File: src/rtl/tsg_pkg.sv
// Shared widths, codes and controller/datapath interface types for the tilt sand grid.
package tsg_pkg;

   // Grid geometry; coordinates and the image keep a fixed stride of eight.
   localparam int GRID_SIZE  = 8;
   localparam int COORD_W    = 3;
   localparam int IMAGE_W    = 64;
   localparam int CELL_COUNT = GRID_SIZE * GRID_SIZE;

   // Field widths.
   localparam int TILT_W   = 8;
   localparam int DIR_W    = 3;
   localparam int TICK_W   = 16;
   localparam int PERIOD_W = 10;

   // Stream payload widths, padded to whole bytes.
   localparam int REQ_DATA_W = 80;
   localparam int RSP_DATA_W = 72;

   // Step counter covers both the remainder steps and the cell sweep.
   localparam int CNT_W = ($clog2(CELL_COUNT) > $clog2(TICK_W)) ?
                          $clog2(CELL_COUNT) : $clog2(TICK_W);

   // Register write port.
   localparam int CSR_INDEX_W = 2;
   localparam int CSR_DATA_W  = 16;
   localparam logic [CSR_INDEX_W-1:0] CSR_DROP_COL    = 2'd0;
   localparam logic [CSR_INDEX_W-1:0] CSR_DROP_ROW    = 2'd1;
   localparam logic [CSR_INDEX_W-1:0] CSR_DROP_PERIOD = 2'd2;
   localparam logic [CSR_INDEX_W-1:0] CSR_RUN_LENGTH  = 2'd3;

   // Commands from the controller to the datapath.
   typedef struct packed {
      logic start;
      logic mod_step;
      logic drop;
      logic sweep_step;
      logic finish;
   } cmd_type;

   // Status from the datapath to the controller.
   typedef struct packed {
      logic mod_last;
      logic sweep_last;
   } status_type;

endpackage

File: src/rtl/tsg_ctrl.sv
// Sequencing state machine for one tick: remainder, drop, sweep and result handoff.
module tsg_ctrl (
   input  logic                clock,
   input  logic                reset,
   input  logic                req_tvalid,
   output logic                req_tready,
   output logic                rsp_tvalid,
   input  logic                rsp_tready,
   output tsg_pkg::cmd_type    cmd,
   input  tsg_pkg::status_type status
);

   typedef enum logic [4:0] {
      ST_IDLE   = 5'b00001,
      ST_MOD    = 5'b00010,
      ST_DROP   = 5'b00100,
      ST_SWEEP  = 5'b01000,
      ST_FINISH = 5'b10000
   } state_type;

   state_type state_ff, state_in;
   logic      rsp_valid_ff, rsp_valid_in;

   assign req_tready = (state_ff == ST_IDLE);
   assign rsp_tvalid = rsp_valid_ff;

   // Next state, commands and result valid.
   always_comb begin
      state_in     = state_ff;
      cmd          = '0;
      rsp_valid_in = rsp_valid_ff;
      if (rsp_tready) begin
         rsp_valid_in = 1'b0;
      end
      unique case (state_ff)
         ST_IDLE: begin
            if (req_tvalid) begin
               cmd.start = 1'b1;
               state_in  = ST_MOD;
            end
         end
         ST_MOD: begin
            cmd.mod_step = 1'b1;
            if (status.mod_last) begin
               state_in = ST_DROP;
            end
         end
         ST_DROP: begin
            cmd.drop = 1'b1;
            state_in = ST_SWEEP;
         end
         ST_SWEEP: begin
            cmd.sweep_step = 1'b1;
            if (status.sweep_last) begin
               state_in = ST_FINISH;
            end
         end
         ST_FINISH: begin
            // Hand the result over once the output register is free.
            if (!rsp_valid_ff || rsp_tready) begin
               cmd.finish   = 1'b1;
               rsp_valid_in = 1'b1;
               state_in     = ST_IDLE;
            end
         end
         default: begin
            state_in = ST_IDLE;
         end
      endcase
   end

   // State registers.
   always_ff @(posedge clock) begin
      if (reset) begin
         state_ff     <= ST_IDLE;
         rsp_valid_ff <= 1'b0;
      end else begin
         state_ff     <= state_in;
         rsp_valid_ff <= rsp_valid_in;
      end
   end

endmodule

File: src/rtl/tsg_datapath.sv
// Datapath: direction pick, drop schedule remainder, grid sweep and registers.
module tsg_datapath (
   input  logic                                   clock,
   input  logic                                   reset,
   input  tsg_pkg::cmd_type                       cmd,
   output tsg_pkg::status_type                    status,
   input  logic [tsg_pkg::REQ_DATA_W-1:0]         req_tdata,
   input  logic                                   csr_write,
   input  logic [tsg_pkg::CSR_INDEX_W-1:0]        csr_index,
   input  logic [tsg_pkg::CSR_DATA_W-1:0]         csr_data,
   output logic [tsg_pkg::RSP_DATA_W-1:0]         rsp_tdata
);

   localparam logic [tsg_pkg::COORD_W-1:0] LastC  = tsg_pkg::COORD_W'(tsg_pkg::GRID_SIZE - 1);
   localparam logic [tsg_pkg::COORD_W:0]   SizeW  = (tsg_pkg::COORD_W + 1)'(tsg_pkg::GRID_SIZE);
   localparam logic [tsg_pkg::COORD_W-1:0] ZeroC  = '0;
   localparam logic [tsg_pkg::COORD_W-1:0] OneC   = tsg_pkg::COORD_W'(1);

   // Direction codes, counting from +x toward +y.
   localparam logic [2:0] DIR_PX   = 3'd0;
   localparam logic [2:0] DIR_PXPY = 3'd1;
   localparam logic [2:0] DIR_PY   = 3'd2;
   localparam logic [2:0] DIR_MXPY = 3'd3;
   localparam logic [2:0] DIR_MX   = 3'd4;
   localparam logic [2:0] DIR_MXMY = 3'd5;
   localparam logic [2:0] DIR_MY   = 3'd6;
   localparam logic [2:0] DIR_PXMY = 3'd7;

   // Unit step along x of a direction, as a 4-bit two's complement value.
   function automatic logic [3:0] step_dx(input logic [2:0] d);
      logic [3:0] s;
      unique case (d)
         DIR_PX, DIR_PXPY, DIR_PXMY: s = 4'b0001;
         DIR_MX, DIR_MXPY, DIR_MXMY: s = 4'b1111;
         default:                    s = 4'b0000;
      endcase
      return s;
   endfunction

   // Unit step along y of a direction.
   function automatic logic [3:0] step_dy(input logic [2:0] d);
      logic [3:0] s;
      unique case (d)
         DIR_PY, DIR_PXPY, DIR_MXPY: s = 4'b0001;
         DIR_MY, DIR_MXMY, DIR_PXMY: s = 4'b1111;
         default:                    s = 4'b0000;
      endcase
      return s;
   endfunction

   // One term of the dot product: +v, -v or zero.
   function automatic logic signed [9:0] dot_term(input logic [7:0] v, input logic [3:0] s);
      logic signed [9:0] e;
      logic signed [9:0] r;
      e = {{2{v[7]}}, v};
      if (s == 4'b0001) begin
         r = e;
      end else if (s == 4'b1111) begin
         r = -e;
      end else begin
         r = '0;
      end
      return r;
   endfunction

   // First cell of the sweep: highest dot value, lowest x.
   function automatic logic [5:0] sweep_start(input logic [2:0] d);
      logic [5:0] c;
      unique case (d)
         DIR_PX:   c = {LastC, ZeroC};
         DIR_PXPY: c = {LastC, LastC};
         DIR_PY:   c = {ZeroC, LastC};
         DIR_MXPY: c = {ZeroC, LastC};
         DIR_MX:   c = {ZeroC, ZeroC};
         DIR_MXMY: c = {ZeroC, ZeroC};
         DIR_MY:   c = {ZeroC, ZeroC};
         DIR_PXMY: c = {LastC, ZeroC};
         default:  c = {ZeroC, ZeroC};
      endcase
      return c;
   endfunction

   // Next cell: x (or y for +-x) ascending in one dot value, then the next lower value.
   function automatic logic [5:0] sweep_next(input logic [2:0] d,
                                             input logic [2:0] x,
                                             input logic [2:0] y);
      logic [5:0] c;
      unique case (d)
         DIR_PX: begin
            c = (y != LastC) ? {x, y + OneC} : {x - OneC, ZeroC};
         end
         DIR_MX: begin
            c = (y != LastC) ? {x, y + OneC} : {x + OneC, ZeroC};
         end
         DIR_PY: begin
            c = (x != LastC) ? {x + OneC, y} : {ZeroC, y - OneC};
         end
         DIR_MY: begin
            c = (x != LastC) ? {x + OneC, y} : {ZeroC, y + OneC};
         end
         DIR_PXPY: begin
            if (y == ZeroC) begin
               c = {ZeroC, x - OneC};
            end else if (x == LastC) begin
               c = {y - OneC, LastC};
            end else begin
               c = {x + OneC, y - OneC};
            end
         end
         DIR_MXPY: begin
            if (x == LastC) begin
               c = {LastC - y + OneC, ZeroC};
            end else if (y == LastC) begin
               c = {ZeroC, LastC - OneC - x};
            end else begin
               c = {x + OneC, y + OneC};
            end
         end
         DIR_MXMY: begin
            if (x == LastC) begin
               c = {y + OneC, LastC};
            end else if (y == ZeroC) begin
               c = {ZeroC, x + OneC};
            end else begin
               c = {x + OneC, y - OneC};
            end
         end
         DIR_PXMY: begin
            if (y == LastC) begin
               c = {ZeroC, LastC - x + OneC};
            end else if (x == LastC) begin
               c = {LastC - OneC - y, ZeroC};
            end else begin
               c = {x + OneC, y + OneC};
            end
         end
         default: begin
            c = {x, y};
         end
      endcase
      return c;
   endfunction

   // Configuration registers.
   logic [tsg_pkg::COORD_W-1:0]  drop_col_ff;
   logic [tsg_pkg::COORD_W-1:0]  drop_row_ff;
   logic [tsg_pkg::PERIOD_W-1:0] drop_period_ff;
   logic [tsg_pkg::TICK_W-1:0]   run_length_ff;

   // Persistent state and per-tick working registers.
   logic [tsg_pkg::IMAGE_W-1:0]  grid_ff, grid_in;
   logic [tsg_pkg::TICK_W-1:0]   tick_ff, tick_in;
   logic [tsg_pkg::IMAGE_W-1:0]  order_ff;
   logic [tsg_pkg::DIR_W-1:0]    dir_ff;
   logic [tsg_pkg::PERIOD_W-1:0] rem_ff, rem_in;
   logic [tsg_pkg::TICK_W-1:0]   div_ff;
   logic [tsg_pkg::CNT_W-1:0]    cnt_ff;
   logic [tsg_pkg::COORD_W-1:0]  cur_x_ff, cur_y_ff;
   logic [tsg_pkg::IMAGE_W-1:0]  rsp_grid_ff;
   logic [tsg_pkg::DIR_W-1:0]    rsp_dir_ff;

   logic [tsg_pkg::TILT_W-1:0]   tilt_x, tilt_y;
   logic [tsg_pkg::DIR_W-1:0]    best_dir;
   logic [tsg_pkg::PERIOD_W:0]   rem_shift;
   logic                         drop_hit;
   logic                         drop_in_grid;
   logic [tsg_pkg::IMAGE_W-1:0]  moved_grid;
   logic [tsg_pkg::TICK_W:0]     tick_next;
   logic [tsg_pkg::TICK_W:0]     tick_limit;
   logic [5:0]                   start_cell, next_cell;

   assign tilt_x = req_tdata[7:0];
   assign tilt_y = req_tdata[15:8];

   // Gravity direction: first of the eight vectors with the largest dot product.
   always_comb begin
      logic signed [9:0] dot;
      logic signed [9:0] best;
      best     = dot_term(tilt_x, step_dx(DIR_PX)) + dot_term(tilt_y, step_dy(DIR_PX));
      best_dir = DIR_PX;
      for (int i = 1; i < 8; i++) begin
         dot = dot_term(tilt_x, step_dx(3'(i))) + dot_term(tilt_y, step_dy(3'(i)));
         if (dot > best) begin
            best     = dot;
            best_dir = 3'(i);
         end
      end
   end

   // One restoring step of tick_count modulo drop_period.
   always_comb begin
      rem_shift = {rem_ff, div_ff[tsg_pkg::TICK_W-1]};
      if (rem_shift >= {1'b0, drop_period_ff}) begin
         rem_shift = rem_shift - {1'b0, drop_period_ff};
      end
      rem_in = rem_shift[tsg_pkg::PERIOD_W-1:0];
   end

   // Drop decision for this tick.
   assign drop_hit     = (drop_period_ff == '0) ? (tick_ff == '0) : (rem_ff == '0);
   assign drop_in_grid = ({1'b0, drop_col_ff} < SizeW) && ({1'b0, drop_row_ff} < SizeW);

   // Move of the grain at the current sweep cell.
   always_comb begin
      logic [5:0]       cur;
      logic             left_first;
      logic [2:0]       tries [3];
      logic [3:0]       nx;
      logic [3:0]       ny;
      logic             done;
      cur        = {cur_x_ff, cur_y_ff};
      left_first = order_ff[cur];
      tries[0]   = dir_ff;
      tries[1]   = left_first ? (dir_ff - 3'd1) : (dir_ff + 3'd1);
      tries[2]   = left_first ? (dir_ff + 3'd1) : (dir_ff - 3'd1);
      moved_grid = grid_ff;
      done       = !grid_ff[cur];
      for (int k = 0; k < 3; k++) begin
         nx = {1'b0, cur_x_ff} + step_dx(tries[k]);
         ny = {1'b0, cur_y_ff} + step_dy(tries[k]);
         if (!done && (nx < SizeW) && (ny < SizeW) && !grid_ff[{nx[2:0], ny[2:0]}]) begin
            moved_grid[{nx[2:0], ny[2:0]}] = 1'b1;
            moved_grid[cur]                = 1'b0;
            done                           = 1'b1;
         end
      end
   end

   // Grid next value.
   always_comb begin
      grid_in = grid_ff;
      if (cmd.start && (tick_ff == '0)) begin
         grid_in = '0;
      end
      if (cmd.drop && drop_hit && drop_in_grid) begin
         grid_in[{drop_col_ff, drop_row_ff}] = 1'b1;
      end
      if (cmd.sweep_step) begin
         grid_in = moved_grid;
      end
   end

   // Tick count advance, wrapping at the run length.
   always_comb begin
      tick_next  = {1'b0, tick_ff} + (tsg_pkg::TICK_W + 1)'(1);
      tick_limit = (run_length_ff == '0) ? {1'b1, {tsg_pkg::TICK_W{1'b0}}} :
                                            {1'b0, run_length_ff};
      tick_in    = (tick_next >= tick_limit) ? '0 : tick_next[tsg_pkg::TICK_W-1:0];
   end

   assign start_cell = sweep_start(dir_ff);
   assign next_cell  = sweep_next(dir_ff, cur_x_ff, cur_y_ff);

   // Step counter terminals.
   assign status.mod_last   = (cnt_ff == tsg_pkg::CNT_W'(tsg_pkg::TICK_W - 1));
   assign status.sweep_last = (cnt_ff == tsg_pkg::CNT_W'(tsg_pkg::CELL_COUNT - 1));

   // Configuration registers and persistent state.
   always_ff @(posedge clock) begin
      if (reset) begin
         drop_col_ff    <= tsg_pkg::COORD_W'(3);
         drop_row_ff    <= tsg_pkg::COORD_W'(7);
         drop_period_ff <= tsg_pkg::PERIOD_W'(10);
         run_length_ff  <= tsg_pkg::TICK_W'(10000);
         grid_ff        <= '0;
         tick_ff        <= '0;
      end else begin
         if (csr_write) begin
            unique case (csr_index)
               tsg_pkg::CSR_DROP_COL:    drop_col_ff    <= csr_data[tsg_pkg::COORD_W-1:0];
               tsg_pkg::CSR_DROP_ROW:    drop_row_ff    <= csr_data[tsg_pkg::COORD_W-1:0];
               tsg_pkg::CSR_DROP_PERIOD: drop_period_ff <= csr_data[tsg_pkg::PERIOD_W-1:0];
               tsg_pkg::CSR_RUN_LENGTH:  run_length_ff  <= csr_data[tsg_pkg::TICK_W-1:0];
               default: ;
            endcase
         end
         grid_ff <= grid_in;
         if (cmd.finish) begin
            tick_ff <= tick_in;
         end
      end
   end

   // Working registers of one tick.
   always_ff @(posedge clock) begin
      if (cmd.start) begin
         order_ff <= req_tdata[tsg_pkg::REQ_DATA_W-1:16];
         dir_ff   <= best_dir;
         rem_ff   <= '0;
         div_ff   <= tick_ff;
         cnt_ff   <= '0;
      end else if (cmd.mod_step) begin
         rem_ff <= rem_in;
         div_ff <= {div_ff[tsg_pkg::TICK_W-2:0], 1'b0};
         cnt_ff <= cnt_ff + tsg_pkg::CNT_W'(1);
      end else if (cmd.drop) begin
         cnt_ff   <= '0;
         cur_x_ff <= start_cell[5:3];
         cur_y_ff <= start_cell[2:0];
      end else if (cmd.sweep_step) begin
         cnt_ff   <= cnt_ff + tsg_pkg::CNT_W'(1);
         cur_x_ff <= next_cell[5:3];
         cur_y_ff <= next_cell[2:0];
      end
      if (cmd.finish) begin
         rsp_grid_ff <= grid_ff;
         rsp_dir_ff  <= dir_ff;
      end
   end

   assign rsp_tdata = {(tsg_pkg::RSP_DATA_W - tsg_pkg::IMAGE_W - tsg_pkg::DIR_W)'(0),
                       rsp_dir_ff, rsp_grid_ff};

endmodule

File: src/rtl/tilt_sand_grid_step.sv
// Top level of the tilt-driven sand grid: one request per tick, one result per request.
// A new request is taken only in idle, once the last result is in the output register.
// Each tick runs a 16-step remainder unit for the drop schedule, then the sweep that
// moves the grain of one cell per cycle over all 64 cells.
// Synchronous reset empties the grid, zeroes the tick count and loads register defaults.
module tilt_sand_grid_step (
   input  logic                                clock,
   input  logic                                reset,
   // Request: tilt_x [7:0], tilt_y [15:8], order_bits [79:16].
   input  logic                                req_tvalid,
   output logic                                req_tready,
   input  logic [tsg_pkg::REQ_DATA_W-1:0]      req_tdata,
   // Result: grid_image [63:0], gravity_dir [66:64], zero fill [71:67].
   output logic                                rsp_tvalid,
   input  logic                                rsp_tready,
   output logic [tsg_pkg::RSP_DATA_W-1:0]      rsp_tdata,
   // Register writes.
   input  logic                                csr_valid,
   output logic                                csr_ready,
   input  logic [tsg_pkg::CSR_INDEX_W-1:0]     csr_index,
   input  logic [tsg_pkg::CSR_DATA_W-1:0]      csr_data
);

   tsg_pkg::cmd_type    cmd;
   tsg_pkg::status_type status;

   // Registers are always writable.
   assign csr_ready = 1'b1;

   // Sequencing.
   tsg_ctrl u_ctrl (
      .clock      (clock),
      .reset      (reset),
      .req_tvalid (req_tvalid),
      .req_tready (req_tready),
      .rsp_tvalid (rsp_tvalid),
      .rsp_tready (rsp_tready),
      .cmd        (cmd),
      .status     (status)
   );

   // Datapath.
   tsg_datapath u_datapath (
      .clock     (clock),
      .reset     (reset),
      .cmd       (cmd),
      .status    (status),
      .req_tdata (req_tdata),
      .csr_write (csr_valid & csr_ready),
      .csr_index (csr_index),
      .csr_data  (csr_data),
      .rsp_tdata (rsp_tdata)
   );

endmodule
File: config.mk
export PLATFORM = sky130hd
export DESIGN_NAME = tilt_sand_grid_step
export DESIGN_NICKNAME = d
export VERILOG_FILES = /design/src/rtl/tsg_pkg.sv /design/src/rtl/tsg_ctrl.sv /design/src/rtl/tsg_datapath.sv /design/src/rtl/tilt_sand_grid_step.sv
export SDC_FILE = /design/constraint.sdc
export NUM_CORES = 1
export LEC_CHECK = 0
export ABC_AREA = 1
export BUFFER_PORTS_ARGS = -buffer_cell sky130_fd_sc_hd__buf_4
export CAP_MARGIN = 15
export CELL_PAD_IN_SITES_DETAIL_PLACEMENT = 1
export CELL_PAD_IN_SITES_GLOBAL_PLACEMENT = 1
export CORE_MARGIN = 2
export CORE_UTILIZATION = 41
export DETAILED_ROUTE_END_ITERATION = 7
export PLACE_DENSITY_LB_ADDON = 0.1
export SYNTH_ARGS = -nofsm -noshare
export SYNTH_HDL_FRONTEND = slang
export SYNTH_SLANG_ARGS = --single-unit
File: constraint.sdc
create_clock -name clock -period 11.4 [get_ports clock]
set_input_delay 1.14 -clock clock [delete_from_list [all_inputs] [get_ports clock]]
set_output_delay 1.14 -clock clock [all_outputs]
set_load 0.02 [all_outputs]
# --- Yosys cells after proc, flatten, opt, wreduce, memory -nomap -nowiden ---
# Memories as Yosys holds them, arrays and structs flattened.
# Cells that the tools add are included.
# W data, S select, Z words.
op_classes:
  magnitude_cmp: 25
  add_sub_neg: 27
  n_eq_ne: 43
  n_mux: 89
  bitwise: 10
  n_reduce_logical: 57
ops:
  columns: ["operator", "n"]
  rows:
  - ["$mux W64", 6]
  - ["$or A64 B64 Y64", 4]
  - ["$and A64 B64 Y64", 3]
  - ["$mux W6", 15]
  - ["$mux W10", 7]
  - ["$not A64 Y64", 1]
  - ["$gt A10 B10 Y1", 5]
  - ["$mux W16", 3]
  - ["$pmux W4 S2", 6]
  - ["$pmux W6 S8", 1]
  - ["$eq A3 B3 Y1 const B", 14]
  - ["$reduce_or A3 Y1", 12]
  - ["$lt A6 B7 Y1 const B", 5]
  - ["$logic_not A16 Y1", 2]
  - ["$bmux W1 S6", 5]
  - ["$demux W1 S6", 5]
  - ["$ge A6 B1 Y1 const B", 5]
  - ["$mux W1", 25]
  - ["$pmux W5 S5", 1]
  - ["$add A3 B4 Y4", 6]
  - ["$lt A4 B4 Y1 const B", 6]
  - ["$mux W3", 8]
  - ["$logic_not A10 Y1", 2]
  - ["$mux W5", 4]
  - ["other kinds (45)", 100]
totals:
  reg_bits: 290
  n_memories: 1
  in_bits: 103
  wordCells: 271
  out_inout_bits: 75
  rom_bits: 48
mem_list:
  columns: ["name", "words", "width", "rd", "rd_clocked_by_memory_dff", "write_ports", "line_no", "source"]
  rows:
  - ["(name not given)", 8, 6, 1, 0, 0, "tsg_datapath.sv:69", "unique case (d)"]

# --- Depth between registers and ports, before layout ---
# Gate-level depths: netlist of run 1.
depth:
  ltp_word: 20
  depth_mapped: 89
  mapped_depth_nobuf: 88

# --- Cells and area by module ---
# From an unflattened synthesis of run 1, not the netlist that was laid out.
unflattened:
  cells_unflattened: 3367
  area_unflattened_um2: 23114.7
modules_own_cells:
  columns: ["module", "cells_each", "n_inst", "area_per_inst_um2", "seq_area_each_um2"]
  rows:
  - ["tsg_datapath", 3312, 1, 22750.6, 7247.0]
  - ["tsg_ctrl", 53, 1, 352.8, 120.1]
  - ["tilt_sand_grid_step", 2, 1, 11.3, 0.0]

# --- Worst setup path after synthesis of run 1 ---
# Ideal clock, no wire load.
synth_path:
  path_type: "input -> register"
  startpoint: "input req_tdata[0] in the netlist's numbering"
  endpoint: "register u_datapath.dir_ff[2] in the netlist's numbering (data pin)"
  path_stages: 77
  slack_ns: -0.551
  arrival_ns: 11.681
  n_path_buf: 5
  required_time_ns: 11.129
  setup_time_ns: 0.271
  path_cell_list: "ha_1 > fa_1 > nand3_1 > nand2_1 > a21oi_1 > o21bai_1 > xor2_1 > inv_1 > ha_1 > nand2_1 > nor2_1 > nand3_1 > nand3_1 > nand2_1 > nand3_1 > inv_1 > o21ai_0 > ha_1 > [... 41 more ...] > and2_1 > ha_1 > nand2_1 > nor2_1 > o211ai_1 > o2111ai_1 > xnor2_1 > nand2_1 > buf_1 > nand3_1 > nand2_1 > ha_1 > nand2_1 > or4_1 > o221ai_1 > nand2_1 > inv_1 > nand3_1"
synth_between:
  elab_chain_cells: 15
  elab_cells_between_ends: 20
  classes_between: "5 x add/sub; 7 x order compare; 7 x mux; 1 x reduce/logical"
synth_rtl:
  columns: ["item", "line_no", "source"]
  rows:
  - ["start: declaration", "tilt_sand_grid_step.sv:12", "input logic [tsg_pkg::REQ_DATA_W-1:0] req_tdata,"]
  - ["$add A8 B8 Y9", "tsg_datapath.sv:182", "dot = dot_term(tilt_x, step_dx(3'(i))) + dot_term(tilt_y, step_dy(3'(i)));"]
  - ["$gt A9 B8 Y1", "tsg_datapath.sv:183", "if (dot > best) begin"]
  - ["$mux W10", "tsg_datapath.sv:183", null]
  - ["$gt A8 B10 Y1", "tsg_datapath.sv:183", null]
  - ["$mux W10", "tsg_datapath.sv:183", null]
  - ["$gt A10 B10 Y1", "tsg_datapath.sv:183", null]
  - ["$mux W10", "tsg_datapath.sv:183", null]
  - ["$gt A10 B10 Y1", "tsg_datapath.sv:183", null]
  - ["$mux W10", "tsg_datapath.sv:183", null]
  - ["$gt A10 B10 Y1", "tsg_datapath.sv:183", null]
  - ["$mux W10", "tsg_datapath.sv:183", null]
  - ["$gt A10 B10 Y1", "tsg_datapath.sv:183", null]
  - ["$mux W10", "tsg_datapath.sv:183", null]
  - ["$gt A10 B10 Y1", "tsg_datapath.sv:183", null]
  - ["$reduce_or A4 Y1 (no line)", null, null]
  - ["end signal: assignment", "tsg_datapath.sv:288", "dir_ff <= best_dir;"]
  - ["end: declaration", "tsg_datapath.sv:154", "logic [tsg_pkg::DIR_W-1:0] dir_ff;"]
# Several ways; a longest one is shown, not always the timed one.
# A chain may end at the register's enable or synchronous reset.

# --- Final worst setup path of run 1 ---
layout_path:
  startpoint: "input req_tdata[10] in the netlist's numbering"
  endpoint: "register u_datapath.dir_ff[2] in the netlist's numbering (data pin)"
# The elaborated chain is that of the path after synthesis.

==> results of run 1 <==
[logic make-up (layout without fill, tap and decap cells)]
| kind of cell | count (synthesis) | count (layout) | share of synthesized area [%] |
|---|---|---|---|
| flip-flops | 290 | 290 | 32.0 |
| adder cells (fa/ha/maj) | 175 | 175 | 9.87 |
| XOR/XNOR | 68 | 68 | 2.59 |
| AO/OA/AOI/OAI | 686 | 686 | 17.2 |
| AND/OR/NAND/NOR | 1512 | 1514 | 28.3 |
| other | 2 | 9 | 0.0326 |
| buffers and inverters | 552 | 867 | 9.97 |
[through the flow]
stage                     area [um2]  util, %
final                          28800     52.0
after global routing           28800     52.0
after CTS                      27900     50.5
after detailed placement       25900     46.8
after global placement         25900     46.8
after floorplan                23100        -
[routing by layer]
layer / vias up / global-route usage, %
met2: 1157 / 61.6
met3: 368 / 6.69
met4: 4 / 17.6
li1: 11800 / -
met1: 12900 / 44.1
met5: - / 0
[cells in the final DEF, fill, tap and decap left out, types with 51 or more instances in the layout]
| master | Yosys | routed |
|---|---|---|
| a21oi_1 | 211 | 197 |
| nor3_1 | 52 | 51 |
| a31oi_1 | 72 | 72 |
| nand3_1 | 390 | 359 |
| nand2_1 | 635 | 570 |
| nand2_2 | 6 | 56 |
| ha_1 | 164 | 127 |
| inv_1 | 387 | 372 |
| o22ai_1 | 97 | 97 |
| buf_4 | 17 | 368 |
| o21ai_0 | 198 | 167 |
| dfxtp_1 | 134 | 134 |
| edfxtp_1 | 156 | 156 |
| nor2_1 | 345 | 336 |
[worst register-to-register path, delay by kind of cell, from the launching register on]
kind | cells | cell delay, ns
flops | 1 | 0.61
compound gates | 4 | 0.83
buf+inv | 7 | 1.55
fa+ha+maj | 1 | 0.33
simple gates | 23 | 4.63
[repair_timing]
action	CTS	global route
gates resized for setup	142	161
setup buffers	31	9
hold buffers	0	0
endpoints found under the setup margin	3	3
pin swaps	71	68
cloned	3	0
[registers in the layout, indices dropped and copies added, names as in the netlist]
| signal | cells |
|---|---|
| u_datapath.grid_ff | 64 |
| u_datapath.order_ff | 64 |
| u_datapath.rsp_grid_ff | 64 |
| u_datapath.div_ff | 16 |
| u_datapath.run_length_ff | 16 |
| u_datapath.tick_ff | 16 |
| u_datapath.drop_period_ff | 10 |
| u_datapath.rem_ff | 10 |
| u_datapath.cnt_ff | 6 |
| u_ctrl.state_ff | 5 |
| u_datapath.cur_x_ff | 3 |
| u_datapath.cur_y_ff | 3 |
| u_datapath.dir_ff | 3 |
| u_datapath.drop_col_ff | 3 |
| u_datapath.drop_row_ff | 3 |
| u_datapath.rsp_dir_ff | 3 |
| u_ctrl.rsp_tvalid | 1 |
[area by class of cell]
class                   count  area, um2
diodes                      3       7.51
clock buffers              49        991
clock inverters            16        146
fillers                  7012      26500
inverters                 410       1570
multi-input cells        2449      14700
flip-flops and latches    290       7370
well taps                 748        936
repair buffers            392       3060
[final timing paths]
check | slack (ns) | endpoint | cells after the start
setup / recovery | -0.78 | u_datapath.dir_ff[2] | 78
hold / removal | 0.47 | u_datapath.tick_ff[15] | 2
setup reg to reg | 3.29 | u_datapath.grid_ff[0] | 35
hold reg to reg | 0.47 | u_datapath.tick_ff[15] | 2
==> results.rst, run 1 <==
.. list-table::
   :header-rows: 1

   * - Metric
     - Value
   * - Result of the run
     - finished, violations left
   * - Violations in the final reports
     - setup timing
   * - Clock tree from TritonCTS
     - done
   * - Maximum level of the CTS H-tree
     - 2
   * - Proportion of netlist area held by the largest area contributor
     - 20.4%
   * - Number of I/O pins
     - 178
   * - DR WL met3
     - 8460 um
   * - Post-synthesis sequential area ratio
     - 32.0%
   * - Number of antenna violations at the first check in global routing
     - 6
   * - Number of violations reported at the end of detailed-routing iteration 0
     - 2,235
   * - Most common library cells after synthesis
     - nand2_1, nand3_1, inv_1, nor2_1, a21oi_1
   * - Cell area after technology mapping
     - 23,000 um2
   * - Via count of the first global-routing pass
     - 26,500
   * - Synthesized netlist cell count
     - 3,285
   * - Cell type with the highest occurrence count on the critical path
     - nand2_1
   * - Routed wire per std cell
     - 25.2 um
   * - Max-capacitance violation count
     - 0
   * - Number of synthesis warnings
     - 0
   * - Insertion delay of the later-clocked pin in the worst-skew pair
     - 0.57 ns
   * - Hold Slack
     - 0.472 ns
   * - Remaining antenna violation count
     - 0
   * - Maximum number of buffers from clock root to sink
     - 3
   * - Cells after DPL
     - 4,244
   * - Final Net Count
     - 3,857
   * - Port-buffer cells
     - 171
   * - Transition time at the pin with the least slew margin
     - 1.30 ns
   * - Clock buffers created by TritonCTS
     - 36
   * - Average cell area after synthesis
     - 7.01 um2
   * - Highest cell delay on the worst timing path
     - 0.44 ns
   * - Aggregate negative setup slack
     - -2.29 ns
   * - Hold Startpoint
     - u_datapath.tick_ff[15]
   * - Family with the most delay on the worst path
     - simple AND/OR/NAND/NOR gates
   * - Final weighted congestion in routability-driven placement
     - 1.00
   * - Gr ovfl total
     - 0
   * - Critical path launch point
     - req_tdata[10]
   * - Share of cells above drive strength 1
     - 19.5%
   * - Normalized max-slew margin
     - 13.1%
   * - Die height
     - 241 um
   * - Count of flip-flops with a built-in enable after synthesis
     - 156
   * - Max-slew violations
     - 0
   * - Endpoints failing hold
     - 0
   * - WS Path Type
     - in -> reg
   * - Number of standard cells in the final layout excluding fillers
     - 4,357
   * - Layout area overhead
     - 25.0%
   * - Metal1 wirelength
     - 42,900 um
   * - Maximum frequency from static timing analysis
     - 82.1 MHz
   * - Die width
     - 241 um
   * - Vias post-DR
     - 26,300
   * - FF+latch count, synth
     - 290
   * - Area of the core
     - 55,300 um2
   * - Final worst slack
     - -0.784 ns
   * - Root cell of the clock tree
     - clkbuf_16
   * - Synth unique cells
     - 57
   * - Max Clock Skew
     - 0.0306 ns
   * - Critical Path Sink Type
     - register
   * - Most instantiated flip-flop cell in the synthesis netlist
     - edfxtp_1
   * - Worst endpoint data arrival time
     - 12.48 ns
   * - Number of core rows
     - 86
   * - Worst path bufs/invs
     - 14
   * - # DRC
     - 0
   * - Clock sinks
     - 290
   * - Worst setup slack before clock tree synthesis
     - -1.39 ns
   * - Critical path data required time
     - 11.70 ns
   * - Die Footprint
     - 58,000 um2
   * - Starting Density
     - 41.6%
   * - Metal2 WL
     - 52,500 um
   * - Reg2Reg Launch Point
     - u_datapath.cur_y_ff[0]
   * - All-layer global routing usage
     - 36.2%
   * - Total setup violations reported at the end of the flow
     - 3
   * - Setup repair after global routing missed its margin
     - true
   * - Post-detailed-placement half-perimeter wirelength
     - 73,700 um
   * - First drt pass iteration count
     - 6
   * - Total wire length
     - 110,000 um
   * - Portion of the clock cycle consumed by the worst path in the final layout
     - 107%
   * - Top Metal Used
     - met5
   * - Most used standard cell by instance count after synthesis
     - nand2_1
   * - Worst Setup Start Kind
     - primary input
   * - Cell accounting for the most synthesized area
     - edfxtp_1
   * - Critical-path cell with the highest stage delay
     - or4_4
   * - Clock slew at reported path FFs
     - 0.06 ns
   * - Via-to-Cell Ratio
     - 6.03
   * - Largest net degree at the start of global routing
     - 85
   * - Fraction of registers with async set or reset after synthesis
     - 0%
   * - Final critical-path required period
     - 12.18 ns
   * - First-pass GRT wire length
     - 160,000 um
   * - CP max FO
     - 8
   * - Type of the most critical hold path
     - reg -> reg
   * - Main area contributors after synthesis
     - edfxtp_1, dfxtp_1, nand2_1, ha_1, nand3_1
Power of run 1 is not shown: default switching activity piles up to over one toggle a cycle in this logic, so the estimate is an artifact.
==> run 2: changes to the inputs <==
CORE_UTILIZATION = 40   (was 41)
SYNTH_HIERARCHICAL = 1   (was default)
==> results.rst, run 2 <==
.. list-table::
   :header-rows: 1

   * - Metric
     - Value
   * - Endpoints failing hold
     - 0
   * - Clock tree from TritonCTS
     - done
   * - Critical Path Sink Type
     - register
   * - Vias post-DR
     - 26,600
   * - Main area contributors after synthesis
     - edfxtp_1, nand2_1, dfxtp_1, ha_1, a21oi_1
   * - First-pass GRT wire length
     - 162,000 um
   * - Critical-path cell with the highest stage delay
     - or4_4
   * - Area of the core
     - 57,400 um2
   * - Post-synthesis sequential area ratio
     - 31.9%
   * - Number of synthesis warnings
     - 6
   * - Insertion delay of the later-clocked pin in the worst-skew pair
     - 0.59 ns
   * - Maximum level of the CTS H-tree
     - 2
   * - Maximum number of buffers from clock root to sink
     - 3
   * - Synthesized netlist cell count
     - 3,367
   * - Total setup violations reported at the end of the flow
     - 3
   * - Cell type with the highest occurrence count on the critical path
     - nand2_2
   * - Violations in the final reports
     - setup timing
   * - Highest-count cells in the layout ignoring fill and taps
     - nand2_1, inv_1, buf_4, a21oi_1, nor2_1
   * - Final Net Count
     - 3,939
   * - Remaining antenna violation count
     - 0
   * - Number of cells on the worst reg-to-reg path
     - 40
   * - Clock slew at reported path FFs
     - 0.06 ns
   * - Number of stages on the worst hold path
     - 0
   * - Count of flip-flops with a built-in enable after synthesis
     - 156
   * - Max-capacitance violation count
     - 0
   * - Via-to-Cell Ratio
     - 5.98
   * - Aggregate negative setup slack
     - -1.75 ns
   * - Worst endpoint data arrival time
     - 12.32 ns
   * - CP max FO
     - 8
   * - Most instantiated flip-flop cell in the synthesis netlist
     - edfxtp_1
   * - Port-buffer cells
     - 171
   * - Clock buffers created by TritonCTS
     - 37
   * - Root cell of the clock tree
     - clkbuf_16
   * - Number of core rows
     - 88
   * - Cell area after technology mapping
     - 23,100 um2
   * - Layout area overhead
     - 25.3%
   * - Critical path data required time
     - 11.71 ns
   * - Maximum frequency from static timing analysis
     - 83.3 MHz
   * - Die width
     - 244 um
   * - Largest net degree at the start of global routing
     - 91
   * - Cell accounting for the most synthesized area
     - edfxtp_1
   * - Most common library cell in the layout ignoring fill and taps
     - nand2_1
   * - Sequential cell area
     - 7370 um2
   * - Synth unique cells
     - 56
   * - FILL cells
     - 7,250
   * - Gr ovfl total
     - 0
   * - Via count of the first global-routing pass
     - 26,900
   * - Highest cell delay on the worst timing path
     - 0.52 ns
   * - Die height
     - 244 um
   * - Number of antenna violations at the first check in global routing
     - 4
   * - Routed wire per std cell
     - 25.3 um
   * - Portion of the clock cycle consumed by the worst path in the final layout
     - 105%
   * - Normalized max-slew margin
     - 18.9%
   * - Final worst slack
     - -0.602 ns
   * - Fraction of registers with async set or reset after synthesis
     - 0%
   * - Number of violations reported at the end of detailed-routing iteration 0
     - 2,012
   * - Final critical-path required period
     - 12.00 ns
   * - First drt pass iteration count
     - 5
   * - Most used standard cell by instance count after synthesis
     - nand2_1
   * - Max Clock Skew
     - 0.0416 ns
   * - FF+latch count, synth
     - 290
   * - # DRC
     - 0
   * - Worst Setup Start Kind
     - primary input
   * - Regs by FF count
     - u_datapath/grid_ff: 64 flops, u_datapath/order_ff: 64 flops, u_datapath/rsp_grid_ff: 64 flops
   * - Number of hold buffers added after CTS
     - 0
   * - Average cell area after synthesis
     - 6.87 um2
   * - WS Path Type
     - in -> reg
   * - Type of the most critical hold path
     - reg -> reg
   * - Final weighted congestion in routability-driven placement
     - 1.05
   * - Max-slew violations
     - 0
   * - Clock sinks
     - 290
   * - Total wire length
     - 113,000 um
   * - Most common library cells after synthesis
     - nand2_1, inv_1, a21oi_1, nor2_1, nand3_1
   * - Proportion of netlist area held by the largest area contributor
     - 20.3%
   * - Transition time at the pin with the least slew margin
     - 1.21 ns
   * - All-layer global routing usage
     - 35.3%
   * - Multi-input logic area
     - 15,000 um2
   * - Result of the run
     - finished, violations left
   * - Die Footprint
     - 59,700 um2
   * - Share of cells above drive strength 1
     - 19.2%
   * - Starting Density
     - 40.3%
   * - Post-detailed-placement half-perimeter wirelength
     - 78,300 um
   * - Number of I/O pins
     - 178
   * - Setup repair after global routing missed its margin
     - true
## run 2: critical path: cells and delay by family
family / cells / cell delay (ns)
AND/OR/NAND/NOR: 38 / 4.50
adder cells (fa/ha/maj): 8 / 2.23
AO/OA/AOI/OAI: 15 / 2.18
buffers and inverters: 13 / 1.37
XOR/XNOR: 4 / 0.86
## run 2: kinds of logic after synthesis
group,synth area share [%]
AND/OR/NAND/NOR,29.1
AO/OA/AOI/OAI,17.7
flip-flops,31.9
XOR/XNOR,2.54
other,0.0325
buffers and inverters,9.01
adder cells (fa/ha/maj),9.83
## run 2: layout make-up
type,instances,area share [%]
Multi-Input combinational cell,2548,51.7
Antenna cell,1,0.00864
Tap cell,765,3.31
Clock inverter,13,0.778
Sequential cell,290,25.4
Inverter,410,5.37
Timing Repair Buffer,374,9.95
Clock buffer,52,3.46
## run 2: final timing paths
check / from / end / slack, ns
worst min-delay path: u_datapath/grid_ff[14] / u_datapath/rsp_grid_ff[14] / 0.45
worst max register to register: u_datapath/cur_y_ff[1] / u_datapath/grid_ff[0] / 2.74
worst min register to register: u_datapath/grid_ff[14] / u_datapath/rsp_grid_ff[14] / 0.45
worst max-delay path: req_tdata[10] / u_datapath/dir_ff[2] / -0.60
## run 2: stage by stage
stage	hold WS, ns	instance area, um2	util, %	worst slack (ns)	cells
after floorplan	0.430	23200	-	0.0192	3371
after global placement	0.450	26100	45.6	-0.619	4353
after detailed placement	0.448	26100	45.6	-1.26	4353
after CTS	0.458	27700	48.3	0.00848	4431
after global routing	0.484	29000	50.5	-1.05	4452
final	0.455	29000	50.5	-0.602	4453
## run 2: repair_timing
| action | in CTS | in global routing |
|---|---|---|
| cloned | 6 | 0 |
| gates resized for setup | 82 | 229 |
| setup buffers | 7 | 18 |
| pin swaps | 30 | 99 |
| endpoints found under the setup margin | 3 | 3 |
## run 2: metal layers
layer,routed length (um),vias to the layer above,global-route usage [%]
li1,-,12000,-
met1,44700,13000,43.3
met2,53300,1136,59.3
met3,7290,417,5.33
met4,7450,2,19.9
met5,16,-,0
Power of run 2 is left out for the same reason.
